--- src/rtl/ppp_pkg.sv ---
// ----------------------------------------------------------------------------
// ppp_pkg
// Shared widths, register indexes and types of the pinhole point projector.
// ----------------------------------------------------------------------------
package ppp_pkg;

    localparam int DIV_BITS = 22;   // quotient bits kept by the divider
    localparam int DEN_W    = 25;   // positive depth magnitude
    localparam int NUM_W    = 46;   // numerator magnitude

    typedef enum logic [2:0] {
        CFG_ROT_X       = 3'd0,
        CFG_ROT_Y       = 3'd1,
        CFG_ROT_Z       = 3'd2,
        CFG_TRANSLATION = 3'd3,
        CFG_FOCAL       = 3'd4,
        CFG_PRINCIPAL   = 3'd5,
        CFG_IMAGE_SIZE  = 3'd6
    } cfg_index_t;

    // per-item side data riding along the divider stages
    typedef struct packed {
        logic [9:0] idx;
        logic       live;
        logic       sx;
        logic       sy;
        logic       ovx;
        logic       ovy;
    } side_t;

endpackage

--- src/rtl/ppp_divider.sv ---
// ----------------------------------------------------------------------------
// ppp_divider
// Restoring unsigned divider, one quotient bit per pipeline stage.
// ----------------------------------------------------------------------------
module ppp_divider (
    input  logic                             aclk,
    input  logic [ppp_pkg::DIV_BITS-1:0]     en,
    input  logic [ppp_pkg::DEN_W-1:0]        den_in,
    input  logic [ppp_pkg::DEN_W-1:0]        rem_in,
    input  logic [ppp_pkg::DIV_BITS-1:0]     lq_in,
    output logic [ppp_pkg::DIV_BITS-1:0]     quo,
    output logic                             rem_nz
);

    localparam int NB = ppp_pkg::DIV_BITS;
    localparam int DW = ppp_pkg::DEN_W;

    logic [DW-1:0] den_reg [NB];
    logic [DW-1:0] rem_reg [NB];
    logic [NB-1:0] lq_reg  [NB];

    for (genvar j = 0; j < NB; j++) begin : g_stage
        logic [DW-1:0] den_src;
        logic [DW-1:0] rem_src;
        logic [NB-1:0] lq_src;
        logic [DW:0]   trial;
        logic          ge;

        if (j == 0) begin : g_first
            assign den_src = den_in;
            assign rem_src = rem_in;
            assign lq_src  = lq_in;
        end else begin : g_next
            assign den_src = den_reg[j-1];
            assign rem_src = rem_reg[j-1];
            assign lq_src  = lq_reg[j-1];
        end

        // shift in the next numerator bit, quotient bits fill from the bottom
        assign trial = {rem_src, lq_src[NB-1]};
        assign ge    = trial >= {1'b0, den_src};

        always_ff @(posedge aclk) begin
            if (en[j]) begin
                den_reg[j] <= den_src;
                rem_reg[j] <= ge ? DW'(trial - {1'b0, den_src}) : DW'(trial);
                lq_reg[j]  <= {lq_src[NB-2:0], ge};
            end
        end
    end

    assign quo    = lq_reg[NB-1];
    assign rem_nz = rem_reg[NB-1] != '0;

endmodule

--- config.mk ---
export PLATFORM = sky130hd
export DESIGN_NAME = ppp_divider
export DESIGN_NICKNAME = d
export VERILOG_FILES = /design/src/rtl/ppp_pkg.sv /design/src/rtl/ppp_divider.sv
export SDC_FILE = /design/constraint.sdc
export NUM_CORES = 2
export LEC_CHECK = 0
export BUFFER_PORTS_ARGS = -buffer_cell sky130_fd_sc_hd__buf_2
export CORE_ASPECT_RATIO = 0.75
export CORE_MARGIN = 2
export CORE_UTILIZATION = 65
export CTS_CLUSTER_DIAMETER = 80
export DETAILED_ROUTE_END_ITERATION = 8
export PLACE_DENSITY = 0.81
export RECOVER_POWER = 100
export SYNTH_ARGS = -nofsm -noshare
export SYNTH_HDL_FRONTEND = slang
export SYNTH_SLANG_ARGS = --single-unit
--- constraint.sdc ---
create_clock -name aclk -period 7.2 [get_ports aclk]
set_clock_uncertainty 0.15 [all_clocks]
set_input_delay 1.44 -clock aclk [delete_from_list [all_inputs] [get_ports aclk]]
set_output_delay 1.44 -clock aclk [all_outputs]
set_load 0.05 [all_outputs]
# ---- After elaboration in Yosys (flattened, before gate mapping)
# Memories as Yosys holds them, arrays and structs flattened.
# Cells that the tools add are included.
dict set report op_classes {
  magnitude_cmp 22
  n_reduce_logical 1
  n_mux 66
  addsub 22
}
# cell count
set op_table {}
lappend op_table {{$ge A26 B25 Y1} 22}
lappend op_table {{$mux W25} 22}
lappend op_table {{$sub A25 B25 Y25} 22}
lappend op_table {{$mux W1} 44}
lappend op_table {{$reduce_bool A25 Y1} 1}
dict set report totals {
  elab_cells 114
  regBits 0
  n_memories 3
  inputBits 95
  out_inout_bits 23
  ramBits 1584
}
# name words word_bits read_ports rd_ports_with_merged_regs write_ports line
set mem_list {}
lappend mem_list {den_reg 22 25 21 0 22 ppp_divider.sv:18} ;# logic [DW-1:0] den_reg [NB];
lappend mem_list {rem_reg 22 25 22 0 22 ppp_divider.sv:19} ;# logic [DW-1:0] rem_reg [NB];
lappend mem_list {lq_reg 22 22 22 0 22 ppp_divider.sv:20} ;# logic [NB-1:0] lq_reg [NB];

# ---- Logic depth before layout (Yosys ltp)
dict set report logic_depth {
  word_depth 2
  depth_mapped 15
  depth_no_buf 14
}

# ---- Worst setup path after synthesis
# Ideal clock, no wire load.
dict set report synth_path {
  path_kind {in2reg}
  start {input lq_in[21] (netlist bit)}
  end {memory rem_reg[0][10] (netlist bit), data pin}
  t_arrival_ns 4.081
  t_required_ns 6.790
  path_stages 13
  slack_ns 2.709
  setup_time_ns 0.260
  path_buffers 1
  path_cell_list {inv_1 -> ha_1 -> inv_1 -> fa_1 -> a211oi_1 -> o2111ai_1 -> a31oi_1 -> o21ai_0 -> a211o_1 -> a21oi_1 -> o21ai_1 -> clkbuf_1 -> mux2_2}
}
# element line
set synth_lines {}
lappend synth_lines {{from (decl)} ppp_divider.sv:10} ;# input logic [ppp_pkg::DIV_BITS-1:0] lq_in,
lappend synth_lines {{to (decl)} ppp_divider.sv:19}

==> results.yml <==
status:
  outcome: "complete, but fails checks"
  violations: "capacitance limit, slew limit"
floorplanning:
  core_um2: 126000
  start_util_pct: 65.3
  dieArea_um2: 130000
  die_w_um: 415
  die_y_um: 312
  ios: 118
  placementRows: 113
pwr:
  p_int_uw: 25100
  comb_power_share_pct: 43.6
  ir_worst_vdd_v: 0.000267
  p_sw_uw: 15300
  pwr_density_cell_nw_per_um2: 452
  clkPwrFrac_pct: 19.8
  power_frac_seq_pct: 36.6
  swShare_pct: 37.9
  total_power_uw: 40400
  leakagePower_uw: 0.0358
clocking:
  cts_hold_buffers: 0
  cts_resized: 0
  clk_pin_slew_ns: 0.06
  clock_latency_ns: 0.82
  cts_inserted_buffers: 151
  cts_tree: "yes"
  post_cts_buffers: 0
  root_buffer: "clkbuf_16"
  htree_levels: 4
  cts_buffer_depth: 3
  cts_sinks: 1559
global_routing:
  grt_use_total_pct: 29.6
  grt_max_degree: 73
  grt_pass1_vias: 51400
  antenna_found_initial: 13
  grt_pass1_wl_um: 297000
  grt_overflow: 0
routing:
  dr.pass1.iters: 6
  drt_iter0_drc: 6475
  wl_per_cell_um: 21.9
  routed_wl_um: 193000
  drt.antenna.violating_nets: 0
  drcViolationCount: 0
  vias_per_cell: 6.22
  vias: 54900
synth:
  synth_top_family_by_area: "compound AO/OA/AOI/OAI gates"
  synthSimpleGateAreaFrac_pct: 7.89
  syn_inst: 6887
  synthAdderAreaFrac_pct: 8.89
  synth_compound_area_share_pct: 13.6
  netlist_area_um2: 82400
  syn_area_per_cell_um2: 12.0
  synth-xor-area-share_pct: 4.79
  synth_mux_area_share_pct: 3.82
  synth_edf_count: 1559
  synth_nets: 7554
  async_reset_ff_share_pct: 0
  ys_types: 102
  synth-seq-cells: 1559
  yosys_warnings: 0
  seq_area_frac_synth_pct: 56.8
  synthFlopType: "edfxtp_1"
timing:
  setup-tns-final_ns: 0
  max-slew-margin-rel_pct: -195
  worst_pin_slew_ns: 4.43
  period_share_pct: 82.2
  rsz0062_at_grt: "false"
  fin_ws_ns: 1.28
  max_freq_mhz: 169
  fin_crit_ns: 5.92
  finalHoldViolations: 0
  setup_viol: 0
  slew_viol_final: 1919
placed_design:
  port_buffers: 117
  place_congestion: 0.961
  dpl.hpwl_um: 143000
  dp_slack_ns: 1.93
cells_and_area:
  drive_above_1_share_pct: 7.40
  largest_reg_flops: 550
  nets: 7708
  layout_common_cells: "edfxtp_1, inv_1, ha_1"
  syn_to_final_growth_pct: 8.48
  final_common_cell: "edfxtp_1"
critical_path:
  start_kind: "flop"
  cp.required_ns: 7.59
  end_kind: "flop"
  cp_data_arrival_time_ns: 6.31
  reg2reg_depth: 12
  critical_path.startpoint: "den_reg[1][150]$_DFFE_PP_"
  path_class: "flop to flop"
  critPathMaxFanout: 34
  r2r-start: "den_reg[1][150]$_DFFE_PP_"
hold_path:
  holdPathStages: 0
  hp-class: "flop to flop"
  min_from: "lq_reg[1][157]$_DFFE_PP_"
run:
  maxCapViolCount: 36
==> layer usage <==
metal	share of wire, %	track usage [%]	routed length [µm]
met1	47	48.0	90600
met2	40	39.9	76800
met3	11	7.13	22000
met4	1.9	7.21	3740
met5	0.038	0	74
==> synthesized netlist by cell type (all sizes together) (15+ instances only) <==
cell	count	area, µm²
inv	733	2750
a2111oi	23	235
or3	22	138
edfxtp	1559	46800
nand2b	75	477
nor4	28	175
xor2	186	1630
o211ai	31	233
a21boi	16	120
mux2i	32	320
nand4	92	576
clkbuf	117	439
ha	550	6880
a31oi	59	388
a31o	16	140
o21ai	427	2150
and3	33	206
mux2	251	2830
o21bai	58	435
a21oi	547	2770
nor3	78	390
a211oi	49	385
nand2	419	1570
and2	30	188
fa	22	440
nor2b	59	369
a21o	267	2000
o31ai	31	238
or2	15	93.8
buf	36	235
nor2	378	1420
nand3	89	450
o21a	78	586
xnor2	265	2320
==> stage by stage <==
stage,hold slack (ns),instance area [µm²],util [%],instances
floorplan,0.250,82400,-,6887
detailed placement,0.255,84800,67.1,8555
global route,0.272,89400,70.8,8830
CTS,0.259,89800,71.1,8827
finish,0.262,89400,70.8,8833
global placement,0.250,84800,67.1,8555
==> worst paths after layout <==
check	end	slack (ns)
setup / recovery	rem_reg[1][186]$_DFFE_PP_	1.28
setup reg to reg	rem_reg[1][186]$_DFFE_PP_	1.28
hold reg to reg	lq_reg[2][4]$_DFFE_PP_	0.26
hold / removal	lq_reg[2][4]$_DFFE_PP_	0.26
==> worst max-delay path: stages (launching register included) <==
cell      delay (ns)
edfxtp_1        0.41
ha_1            0.22
inv_1           0.07
fa_1            0.20
a21o_1          0.17
nand3_1         0.11
a311oi_1        0.61
o221ai_1        0.42
o21ai_0         0.28
a21oi_1         0.17
o41ai_1         1.05
clkbuf_1        1.34
mux2_2          0.45
==> layout make-up <==
class	instances	area, µm²
sequential	1559	46800
fill	8684	36900
multi-input combinational	4442	32000
clock buffer	171	3850
inverter	733	2750
tap	1667	2090
clock inverter	101	1160
timing repair buffer	154	656
antenna	6	15.0
==> cell families (layout without fill, tap and decap cells) <==
kind of cell | Yosys count | in the layout
other | 0 | 6
DFF | 1559 | 1559
buffers and inverters | 886 | 1159
and+or+nand+nor | 1371 | 1371
xor gates and xnor gates | 451 | 451
muxes | 283 | 283
adders and majority gates | 572 | 572
AOI/OAI and AO/OA | 1765 | 1765
==> power by group through the flow <==
stage	clock network, µW	registers (µW)	logic (µW)
finish	8000	14800	17600
global route	8460	14900	19500
CTS	8110	14700	17500
detailed placement	0	14800	17200
global placement	0	14800	16800
floorplan	0	14000	13500
No activity file was read; power rests on OpenSTA's default activity.
